==> src/rtl/core/jvrl_pkg.sv <==
// ----------------------------------------------------------------------------
// Joint velocity ramp limiter package
// Shared types and constants for the velocity ramp pipeline.
// ----------------------------------------------------------------------------
package jvrl_pkg;

    localparam int unsigned SQRT_STEPS = 32;
    localparam logic [15:0] EIGHT_TENTHS = 16'd52429;

    localparam logic [1:0] REG_ACCEL = 2'd0;
    localparam logic [1:0] REG_VLIM  = 2'd1;
    localparam logic [1:0] REG_TSTEP = 2'd2;
    localparam logic [1:0] REG_DBAND = 2'd3;

    typedef struct packed {
        logic        valid;
        logic        neg;
        logic [63:0] rem;
        logic [63:0] root;
        logic [63:0] bitv;
        logic signed [31:0] target;
        logic signed [31:0] cur;
        logic signed [31:0] vmin;
        logic signed [31:0] vmax;
    } sqrt_cell_t;

    function automatic logic signed [31:0] sat32(input logic signed [33:0] v);
        logic signed [31:0] r;
        if (v > 34'sh0_7FFF_FFFF)
            r = 32'sh7FFF_FFFF;
        else if (v < -34'sh0_8000_0000)
            r = 32'sh8000_0000;
        else
            r = v[31:0];
        return r;
    endfunction

endpackage

==> src/rtl/core/jvrl_sqrt_cell.sv <==
// ----------------------------------------------------------------------------
// Square root cell
// One restoring step of the integer square root, handing its result on.
// ----------------------------------------------------------------------------
module jvrl_sqrt_cell
(
    input  logic                clk,
    input  logic                rst_n,
    input  jvrl_pkg::sqrt_cell_t cell_in,
    output jvrl_pkg::sqrt_cell_t cell_out
);

    jvrl_pkg::sqrt_cell_t cell_reg;
    jvrl_pkg::sqrt_cell_t cell_next;
    logic [63:0] trial;

    always_comb
    begin
        cell_next = cell_in;
        trial = cell_in.root + cell_in.bitv;
        if (cell_in.rem >= trial)
        begin
            cell_next.rem  = cell_in.rem - trial;
            cell_next.root = (cell_in.root >> 1) + cell_in.bitv;
        end
        else
        begin
            cell_next.root = cell_in.root >> 1;
        end
        cell_next.bitv = cell_in.bitv >> 2;
    end

    always_ff @(posedge clk or negedge rst_n)
    begin
        if (!rst_n)
        begin
            cell_reg <= '0;
        end
        else
        begin
            cell_reg <= cell_next;
        end
    end

    assign cell_out = cell_reg;

endmodule

==> config.mk <==
export PLATFORM = sky130hd
export DESIGN_NAME = jvrl_sqrt_cell
export DESIGN_NICKNAME = d
export VERILOG_FILES = /design/src/rtl/core/jvrl_pkg.sv /design/src/rtl/core/jvrl_sqrt_cell.sv
export SDC_FILE = /design/constraint.sdc
export NUM_CORES = 1
export LEC_CHECK = 0
export ABC_AREA = 0
export BUFFER_PORTS_ARGS = -buffer_cell sky130_fd_sc_hd__buf_2
export CAP_MARGIN = 30
export CORE_AREA = 2 2 253 255
export DETAILED_ROUTE_END_ITERATION = 12
export DIE_AREA = 0 0 255 257
export PLACE_DENSITY = 0.6
export SLEW_MARGIN = 5
export SYNTH_ARGS = -nofsm -noshare
export SYNTH_HDL_FRONTEND = slang
export SYNTH_SLANG_ARGS = --single-unit
==> constraint.sdc <==
create_clock -name clk -period 0.9 [get_ports clk]
set_input_delay 0.045 -clock clk [delete_from_list [all_inputs] [get_ports clk]]
set_output_delay 0.045 -clock clk [all_outputs]
set_load 0.02 [all_outputs]
# Word-level counts from Yosys, hierarchy flattened

Index checks and enable logic that the tools add are counted.

Bits in registers: 320
Input port bits: 324
Output and inout bits: 322
Logic and storage cells: 15

Add/sub/neg operators: 3
Magnitude comparators: 1
Muxes and demuxes: 2

Operators by type and width:

| cell                               | number |
|---|---|
| two-way mux 64 bit                 | 2 |
| adder 63 x 64 -> 64 bit            | 1 |
| adder 64 bit                       | 1 |
| greater-or-equal comparator 64 bit | 1 |
| subtractor 64 bit                  | 1 |

# Depth between registers and ports, before layout

Gate-level depths: netlist of the first run.

Word-level depth: 3
Depth in mapped cells: 28
Mapped depth without buffers: 24

# Least setup slack after synthesis of the first run

No wires, ideal clock.

Kind: input-to-reg
Start point: input cell_in[128] (netlist name)
End point: register cell_reg (netlist bit cell_out[265])
Library setup time: 0.110 ns
Data arrival time: 4.849 ns
Data required time: 0.790 ns
Setup slack: -4.059 ns
Stages on the path: 26
Buffers on the path: 3
Path through: ha_1 -> inv_1 -> fa_1 -> nor2b_1 -> o31a_1 -> o2111ai_1 -> a211oi_1 -> nor2_1 -> o41ai_1 -> nand2_1 -> o31ai_1 -> a221oi_1 -> xor2_1 -> ha_1 -> and3_1 -> nand2_1 -> nor2_1 -> nand4_1 -> o211a_1 -> a22oi_1 -> a21oi_1 -> or2_1 -> buf_4 -> buf_4 -> buf_4 -> o41ai_1

RTL lines:

| element              | RTL line             | source |
|---|---|---|
| start, declared      | jvrl_sqrt_cell.sv:9  | `input jvrl_pkg::sqrt_cell_t cell_in,` |
| end signal, assigned | jvrl_sqrt_cell.sv:41 | `cell_reg <= cell_next;` |
| end, declared        | jvrl_sqrt_cell.sv:13 | `jvrl_pkg::sqrt_cell_t cell_reg;` |

==> out/metrics.yaml, run 1 <==
timing:
  whs_ns: -0.03818
  fin_ws_ns: -3.602
  max_freq_ghz: 0.2221
  hold_viol_final: 1
  setup_viol: 456
  fin_crit_ns: 4.502
  fin_crit_sh_pct: 500.2
  rsz0062_at_grt: "true"
  maxSlewViolCount: 0
  relSlewSlack_pct: 58.70
  tightest_slew_ns: 0.6116
cts:
  cts_tree: "built"
  cts_buffers: 41
  clk_pin_slew_ns: 0.06
  htree_levels: 2
  root_buffer: "clkbuf_16"
  clk_path_buf_depth: 3
  numClockSinks: 320
route:
  vias: 25120
  drc: 0
  drtIter0Drc: 1722
  drtAntennaViolNets: 0
  wl_per_cell_um: 20.08
  dr.pass1.iters: 7
  wl_um: 100300
  vias_per_cell: 5.027
grt:
  grt_pass1_wl_um: 147100
  grt_max_degree: 58
  met1_usage_pct: 35.64
  grt_util_met2_pct: 48.03
  grt.total_usage_pct: 28.87
  use_met3_pct: 5.007
  antenna_found_initial: 34
  grt.busiest_layer: "met2"
  grt.overflow.total: 0
  grt_pass1_vias: 25950
synth:
  async_flop_share_pct: 100.0
  ys_seq_elements: 320
  synth.distinct_cells: 80
  syn_avg_cell_area_um2: 9.046
  synth_ff_type: "dfrtp_1"
  synth-seq-area-share_pct: 39.17
  syn_inst: 2260
  synth_area_um2: 20440
  yosysWarnings: 0
  synth_edf_count: 0
worst_setup_path:
  cp_num_cells: 25
  path_buf_inv: 7
  cp.arrival_ns: 4.99
  path_common_cell: "buf_4"
  critPathCaptureType: "flop"
  crit_path_end: "cell_out[195]"
  worst_path_dominant_cell_family: "compound AO/OA/AOI/OAI gates"
  critPathLaunchType: "input port"
  worst-setup-path-type: "input port to flop"
  startpoint: "cell_in[193]"
  cp_slowest_cell: "fa_2"
  critical_path.max_stage_delay_ns: 0.38
  cp_max_fo: 9
  critPathRequiredTime_ns: 1.38
min_path:
  min_delay_path_depth: 4
  min_path_type: "input port to flop"
cells_and_area:
  syn_to_final_growth_pct: 94.02
  final_cell_area_um2: 39670
  final_common_cell: "buf_4"
  largest_reg_flops: 320
  layout-drive-gt1-share_pct: 45.32
  post-route-util_pct: 63.23
  mostFrequentLayoutCells: "buf_4, buf_6, dlygate4sd3_1"
  nets: 4608
placement:
  gp_congestion: 0.9653
  placed_area_um2: 31240
  pre_cts_ws_ns: -4.520
  port_buffers: 643
  post-dp-hpwl_um: 73120
power_and_ir_drop:
  p_leak_nw: 19.55
  power.density_nw_per_um2: 2025
  vdd_drop_max_v: 0.001411
  finalPower_mw: 80.31
floorplanning:
  start_util_pct: 32.59
  dieWidth_um: 255
  placementRows: 92
  die-area_um2: 65540
  core_um2: 62740
  die_y_um: 257
  num_io_pins: 646
status:
  violations: "negative hold slack, negative setup slack"
  outcome: "finished with violations"
flow_run:
  maxCapViolations: 0
[report_power, final]
part / switching (mW) / internal (mW) / leakage, nW
combinational: 21.7 / 21.8 / 15.1
clock: 6.99 / 10.9 / 0.698
sequential: 1.80 / 17.1 / 3.76
[synth_stat cells (7+ instances only)]
cell | instances | area, um^2
a211oi_1 | 17 | 127.6
a21o_1 | 115 | 863.3
a21oi_1 | 237 | 1186
a31oi_1 | 20 | 125.1
and2_1 | 11 | 68.82
and3_1 | 12 | 75.07
and4_1 | 7 | 61.31
buf_2 | 14 | 70.07
buf_4 | 12 | 90.09
clkbuf_1 | 76 | 285.3
dfrtp_1 | 320 | 8008
ha_1 | 190 | 2377
inv_1 | 54 | 202.7
nand2_1 | 275 | 1032
nand2b_1 | 8 | 50.05
nand3_1 | 30 | 150.1
nand4_1 | 54 | 337.8
nor2_1 | 130 | 488.0
nor2b_1 | 15 | 93.84
nor3_1 | 27 | 135.1
nor4_1 | 9 | 56.30
o211ai_1 | 16 | 120.1
o21a_1 | 18 | 135.1
o21ai_0 | 97 | 485.5
o21ai_1 | 129 | 645.6
o21bai_1 | 43 | 322.8
o31a_1 | 8 | 70.07
o31ai_1 | 19 | 142.6
o41ai_1 | 7 | 61.31
or3_1 | 10 | 62.56
xnor2_1 | 92 | 805.8
xor2_1 | 86 | 753.2
[kinds of logic after synthesis]
family	after synthesis	synth area share [%]
AOI/OAI and AO/OA	796	24.25
DFF	320	39.17
and+or+nand+nor	609	13.57
buffers and inverters	159	3.231
adders and majority gates	193	11.92
muxes	4	0.2142
other	1	0.01834
xor gates and xnor gates	178	7.625
[timing repair]
action / 4_1_cts / 5_1_grt
hold endpoints to repair: 640 / 2
resized for setup: 784 / 138
endpoints found under the setup margin: 448 / 456
pin swaps: 63 / 42
buffers inserted: 19 / 10
gates cloned: 7 / 11
hold buffers: 320 / 1
[cell type report]
class | count | area (um^2)
Antenna cell | 29 | 72.57
Clock inverter | 16 | 254.0
Fill cell | 4960 | 23070
Tap cell | 846 | 1059
Multi-Input combinational cell | 1783 | 12820
Sequential cell | 320 | 8009
Timing Repair Buffer | 1890 | 16060
Clock buffer | 58 | 1180
Inverter | 55 | 206.4
[stage by stage]
step / TNS, ns / cells / hold slack (ns)
CTS: -514.98 / 4949 / -0.2121
floorplan: -465.31 / 2261 / -0.2506
detailed placement: -561.26 / 4530 / -0.1191
global route: -554.88 / 4996 / -0.03211
global placement: -556.37 / 4530 / -0.1223
finish: -520.44 / 4997 / -0.03818
[metal layers]
layer / share of wire (%) / routed length [um]
met5: 0.023 / 23
met4: 5.7 / 5762
met3: 6.7 / 6698
met2: 47 / 46900
met1: 41 / 40960
[worst min-delay path by stage]
| stage | from | endpoint |
|---|---|---|
| final | cell_in[257] | cell_out[257] |
| after global routing | cell_in[257] | cell_out[257] |
| after CTS | cell_in[193] | cell_out[192] |
| after detailed placement | rst_n | cell_out[73] |
| after global placement | rst_n | cell_out[73] |
| after floorplan | rst_n | cell_out[0] |
(Power assumes the default switching activity.)
==> run 2: changes to the inputs <==
Settings changed: MAX_ROUTING_LAYER from default to met4.
==> run 2 against run 1 <==
Effect of this change:
- maximum frequency decreased by 3.1%
- combinational power decreased by 2%
- sequential share of layout area about the same
- setup slack got worse by 0.14 ns
- die area unchanged
- the flow still finishes with violations (negative hold slack, negative setup slack)
- final cell count about the same
- first-iteration DRC count increased by 1.0%
- non-clock buffer count unchanged
- cell area decreased by 0.20%
- worst hold slack got worse by 0.041 ns
- sequential power about the same
==> out/metrics.yaml, run 2 (same netlist as run 1, synthesis figures left out) <==
worst_setup_path:
  cp_num_cells: 28  # +12%
  startpoint: "cell_in[130]"
  path_buf_inv: 8  # +1
  crit_path_end: "cell_out[263]"
  critPathLaunchType: "input port"
  critical_path.max_stage_delay_ns: 0.47  # +0.09 ns
  path_common_cell: "buf_6"
  critPathCaptureType: "flop"
  cp_slowest_cell: "a2111oi_4"
  worst-setup-path-type: "input port to flop"
  worst_path_dominant_cell_family: "compound AO/OA/AOI/OAI gates"
  cp.arrival_ns: 5.09  # +0.10 ns
  critPathRequiredTime_ns: 1.34  # -0.04 ns
  cp_max_fo: 7  # -2
grt:
  grt.overflow.total: 0  # unchanged
  grt_pass1_wl_um: 139400  # -5.3%
  grt.total_usage_pct: 28.17  # -0.70 points
  grt_max_degree: 58  # unchanged
  grt_pass1_vias: 24680  # -4.9%
  antenna_found_initial: 35  # +2.9%
flow_run:
  maxCapViolations: 0  # unchanged
cts:
  root_buffer: "clkbuf_16"
  cts_buffers: 40  # -2.4%
  clk_pin_slew_ns: 0.06  # about the same
  numClockSinks: 320  # unchanged
  clk_path_buf_depth: 3  # unchanged
  cts_tree: "built"
  htree_levels: 2  # unchanged
route:
  drc: 0  # unchanged
  dr.pass1.iters: 5  # -2
  drtIter0Drc: 1740  # +1.0%
  drtAntennaViolNets: 0  # unchanged
  vias: 24720  # -1.6%
  vias_per_cell: 4.945  # -1.6%
  wl_um: 99090  # -1.3%
  wl_per_cell_um: 19.83  # -1.3%
cells_and_area:
  syn_to_final_growth_pct: 93.63
  mostFrequentLayoutCells: "buf_4, buf_6, dlygate4sd3_1"
  post-route-util_pct: 63.10  # -0.13 points
  nets: 4606  # -0.043%
  final_common_cell: "buf_4"
  layout-drive-gt1-share_pct: 45.13  # -0.18 points
  largest_reg_flops: 320  # unchanged
timing:
  tightest_slew_ns: 0.6159  # +0.004357 ns
  maxSlewViolCount: 0  # unchanged
  setup_viol: 458  # +0.44%
  max_freq_ghz: 0.2153  # -3.1%
  setup_tns_ns: -536.43  # -15.99 ns
  hold_viol_final: 1  # unchanged
  fin_crit_ns: 4.644  # +0.1421 ns
  fin_ws_ns: -3.744  # -0.1421 ns
  rsz0062_at_grt: "true"
  fin_crit_sh_pct: 516.0  # +16 points
  whs_ns: -0.07963  # -0.04145 ns
  relSlewSlack_pct: 58.40  # -0.29 points
status:
  outcome: "finished with violations"
  violations: "negative hold slack, negative setup slack"
floorplanning:
  start_util_pct: 32.59  # unchanged
  placementRows: 92  # unchanged
  num_io_pins: 646  # unchanged
  die-area_um2: 65540  # unchanged
  dieWidth_um: 255  # unchanged
  core_um2: 62740  # unchanged
  die_y_um: 257  # unchanged
placement:
  gp_congestion: 0.9745  # +0.95%
  post-dp-hpwl_um: 73220  # +0.14%
  pre_cts_ws_ns: -4.568  # -0.04779 ns
  port_buffers: 643  # unchanged
min_path:
  min_path_type: "input port to flop"
power_and_ir_drop:
  p_leak_nw: 19.48  # -0.36%
  power.density_nw_per_um2: 2006  # -0.94%
  vdd_drop_max_v: 0.001714  # +21%
## run 2: routing by layer
metal / global-route usage, % / vias to the layer above / part of all wire, %
li1: - / 11880 / -
met1: 34.48 / 11670 / 42
met2: 46.13 / 901 / 48
met3: 4.309 / 266 / 5.6
met4: 11.74 / 0 / 5.0
met5: - / - / 0
## run 2: through the flow
step	power, mW	area [um^2]	cells
after floorplan	35.47	20560	2261
after global placement	51.86	31230	4529
after detailed placement	52.01	31230	4529
after CTS	72.77	36620	4949
after global routing	83.48	39590	4998
final	79.40	39590	4998
## run 2: how the worst min path moves through the flow
stage / depth (start not counted) / startpoint / slack (ns) / endpoint
floorplan: 0 / rst_n / -0.25 / cell_out[0]
global placement: 1 / rst_n / -0.11 / cell_out[41]
detailed placement: 1 / rst_n / -0.11 / cell_out[115]
CTS: 4 / cell_in[257] / -0.14 / cell_out[257]
global route: 4 / cell_in[257] / -0.06 / cell_out[257]
finish: 4 / cell_in[257] / -0.08 / cell_out[257]
## run 2: cell type report
type,count,area (um^2)
Clock inverter,23,310.3
Fill cell,4986,23150
Clock buffer,51,1114
Timing Repair Buffer,1890,15980
Multi-Input combinational cell,1782,12830
Antenna cell,31,77.57
Tap cell,846,1059
Inverter,55,206.4
Sequential cell,320,8010
## run 2: power breakdown
| part | internal, mW | switching (mW) | leakage (nW) |
|---|---|---|---|
| Clock | 10.6 | 7.02 | 0.691 |
| Sequential | 17.1 | 1.85 | 3.76 |
| Combinational | 21.5 | 21.3 | 15.0 |
## run 2: worst min-delay path: stages
cell and delay, ns:
buf_2 0.12, fa_1 0.17, nand2_1 0.05, nand2_1 0.06
## run 2: what timing repair did
action | 4_1_cts | 5_1_grt
gates resized for setup | 115 | 851
setup buffers | 21 | 14
endpoints found under the hold margin | 640 | 11
pin swaps | 23 | 62
cloned | 3 | 8
hold buffers | 322 | 1
setup endpoints to repair | 448 | 458
==> run 3: changes to the inputs <==
Settings changed: BUFFER_PORTS_ARGS -buffer_cell sky130_fd_sc_hd__buf_2 to -buffer_cell sky130_fd_sc_hd__clkbuf_2.
==> run 3 against run 2 <==
Effect of this change:
- the flow still finishes with violations (negative hold slack, negative setup slack)
- non-clock buffer count decreased by 9
- first-iteration DRC count decreased by 12%
- die area unchanged
- combinational power increased by 0.9%
- sequential cell count unchanged
- clock-buffer cell count decreased by 3
- cell area decreased by 0.51%
- clock power decreased by 10%
- critical path type unchanged
- largest power group unchanged
- highest routed layer unchanged
==> out/metrics.yaml, run 3 (same netlist as run 1, synthesis figures left out) <==
status:
  outcome: "finished with violations"
  violations: "negative hold slack, negative setup slack"
cells_and_area:
  final_cell_area_um2: 39380  # -0.51%
  syn_to_final_growth_pct: 92.64
  stdcell_count: 4976  # -0.44%
  largest_reg_flops: 320  # unchanged
  nets: 4595  # -0.24%
  layout-drive-gt1-share_pct: 44.63  # -0.51 points
  mostFrequentLayoutCells: "buf_4, dlygate4sd3_1, dfrtp_1"
  final_common_cell: "buf_4"
power_and_ir_drop:
  power.density_nw_per_um2: 1977  # -1.4%
  power_frac_seq_pct: 24.3  # +0.5 points
  vdd_drop_max_v: 0.001454  # -15%
  switching_power_mw: 29.87  # -0.98%
  comb_power_share_pct: 55.4  # +1.4 points
  finalPower_mw: 77.85  # -1.9%
  cellInternalPower_mw: 47.99  # -2.5%
  clockPowerShare_pct: 20.3  # -1.9 points
  p_leak_nw: 19.48  # about the same
  switching_share_pct: 38.36  # +0.37 points
worst_setup_path:
  cp_max_fo: 8  # +1
  critPathRequiredTime_ns: 1.37  # +0.03 ns
  critPathLaunchType: "input port"
  critical_path.max_stage_delay_ns: 0.33  # -0.14 ns
  critPathCaptureType: "flop"
  path_buf_inv: 8  # unchanged
  cp_slowest_cell: "ha_1"
  worst_path_dominant_cell_family: "compound AO/OA/AOI/OAI gates"
  worst-setup-path-type: "input port to flop"
  cp.arrival_ns: 5.13  # +0.04 ns
timing:
  setup_viol: 448  # -2.2%
  whs_ns: -0.05315  # +0.02648 ns
  rsz0062_at_grt: "true"
  maxSlewViolCount: 0  # unchanged
  relSlewSlack_pct: 54.68  # -3.7 points
  tightest_slew_ns: 0.6746  # +0.05870 ns
  fin_crit_ns: 4.660  # +0.01639 ns
  max_freq_ghz: 0.2146  # -0.35%
  hold_viol_final: 2  # +1
  fin_crit_sh_pct: 517.8  # +1.8 points
  fin_ws_ns: -3.760  # -0.01639 ns
  setup_tns_ns: -533.67  # +2.765 ns
placement:
  dp_cells: 4524  # -0.11%
  gp_congestion: 0.9784  # +0.40%
  post-dp-hpwl_um: 73230  # about the same
  port_buffers: 643  # unchanged
  placed_area_um2: 31210  # about the same
floorplanning:
  core_um2: 62740  # unchanged
  die_y_um: 257  # unchanged
  placementRows: 92  # unchanged
  start_util_pct: 32.59  # unchanged
  die-area_um2: 65540  # unchanged
  dieWidth_um: 255  # unchanged
  num_io_pins: 646  # unchanged
route:
  wl_per_cell_um: 19.88  # +0.26%
  drtAntennaViolNets: 0  # unchanged
  vias: 24820  # +0.40%
  dr.pass1.iters: 5  # unchanged
  drtIter0Drc: 1527  # -12%
  wl_um: 98910  # -0.18%
  drc: 0  # unchanged
  vias_per_cell: 4.987  # +0.85%
grt:
  grt_pass1_wl_um: 139700  # +0.24%
  grt.overflow.total: 0  # unchanged
  grt_max_degree: 48  # -17%
  grt.total_usage_pct: 28.19  # about the same
  grt_pass1_vias: 24880  # +0.78%
  antenna_found_initial: 25  # -29%
cts:
  clk_pin_slew_ns: 0.06  # about the same
  cts_tree: "built"
  numClockSinks: 320  # unchanged
  clk_path_buf_depth: 3  # unchanged
  root_buffer: "clkbuf_16"
  cts_buffers: 38  # -5.0%
  htree_levels: 2  # unchanged
flow_run:
  maxCapViolations: 0  # unchanged
min_path:
  min_path_type: "input port to flop"
## run 3: cell types whose count changed in the layout (fill, tap and decap cells not counted), sizes merged
| cell | before | now |
|---|---|---|
| clkinvlp | 4 | 6 |
| diode | 31 | 25 |
| clkinv | 6 | 9 |
| inv | 62 | 56 |
| clkbuf | 57 | 377 |
| buf | 1562 | 1230 |
| bufinv | 6 | 3 |
## run 3: path summary, 6_finish.rpt
path	endpoint	startpoint	slack (ns)	depth (start not counted)
setup / recovery	cell_out[196]	cell_in[128]	-3.76	30
max in group asynchronous	cell_out[9]	rst_n	0	4
hold / removal	cell_out[257]	cell_in[257]	-0.05	4
min in group asynchronous	cell_out[128]	rst_n	0.06	3
## run 3: final cells by class
cell class	count	area [um^2]
Fill cell	4988	23350
Timing Repair Buffer	1881	15990
Multi-Input combinational cell	1782	12820
Sequential cell	320	8008
Tap cell	846	1059
Clock buffer	48	1050
Inverter	55	206.4
Clock inverter	19	192.7
Antenna cell	25	62.56
## run 3: metrics by stage
step           util (%)  worst slack (ns)
2_1_floorplan         -            -3.686
3_3_place_gp      49.75            -4.574
3_5_place_dp      49.75            -4.576
4_1_cts           58.36            -3.550
5_1_grt           62.78            -3.930
6_report          62.78            -3.760
## run 3: repair_timing
item,in CTS,in global routing
buffers inserted,19,12
setup endpoints to repair,448,448
resized for setup,136,1122
gates cloned,6,8
hold endpoints to repair,640,3
hold buffers,321,1
pin swaps,66,72
## run 3: power groups by stage
stage               Clock, mW  Combinational [mW]  Sequential [mW]
finish                   15.8                43.2             18.9
global route             16.6                46.0             19.1
CTS                      16.0                37.5             18.2
detailed placement          0                33.7             18.4
global placement            0                33.4             18.5
floorplan                   0                14.0             21.5
## run 3: metal layers
metal / GRT usage (%) / vias to the layer above / part of all wire, %
li1: - / 11830 / -
met1: 34.63 / 11770 / 42
met2: 45.99 / 933 / 47
met3: 4.380 / 282 / 6.0
met4: 11.66 / 0 / 5.2
met5: - / - / 0
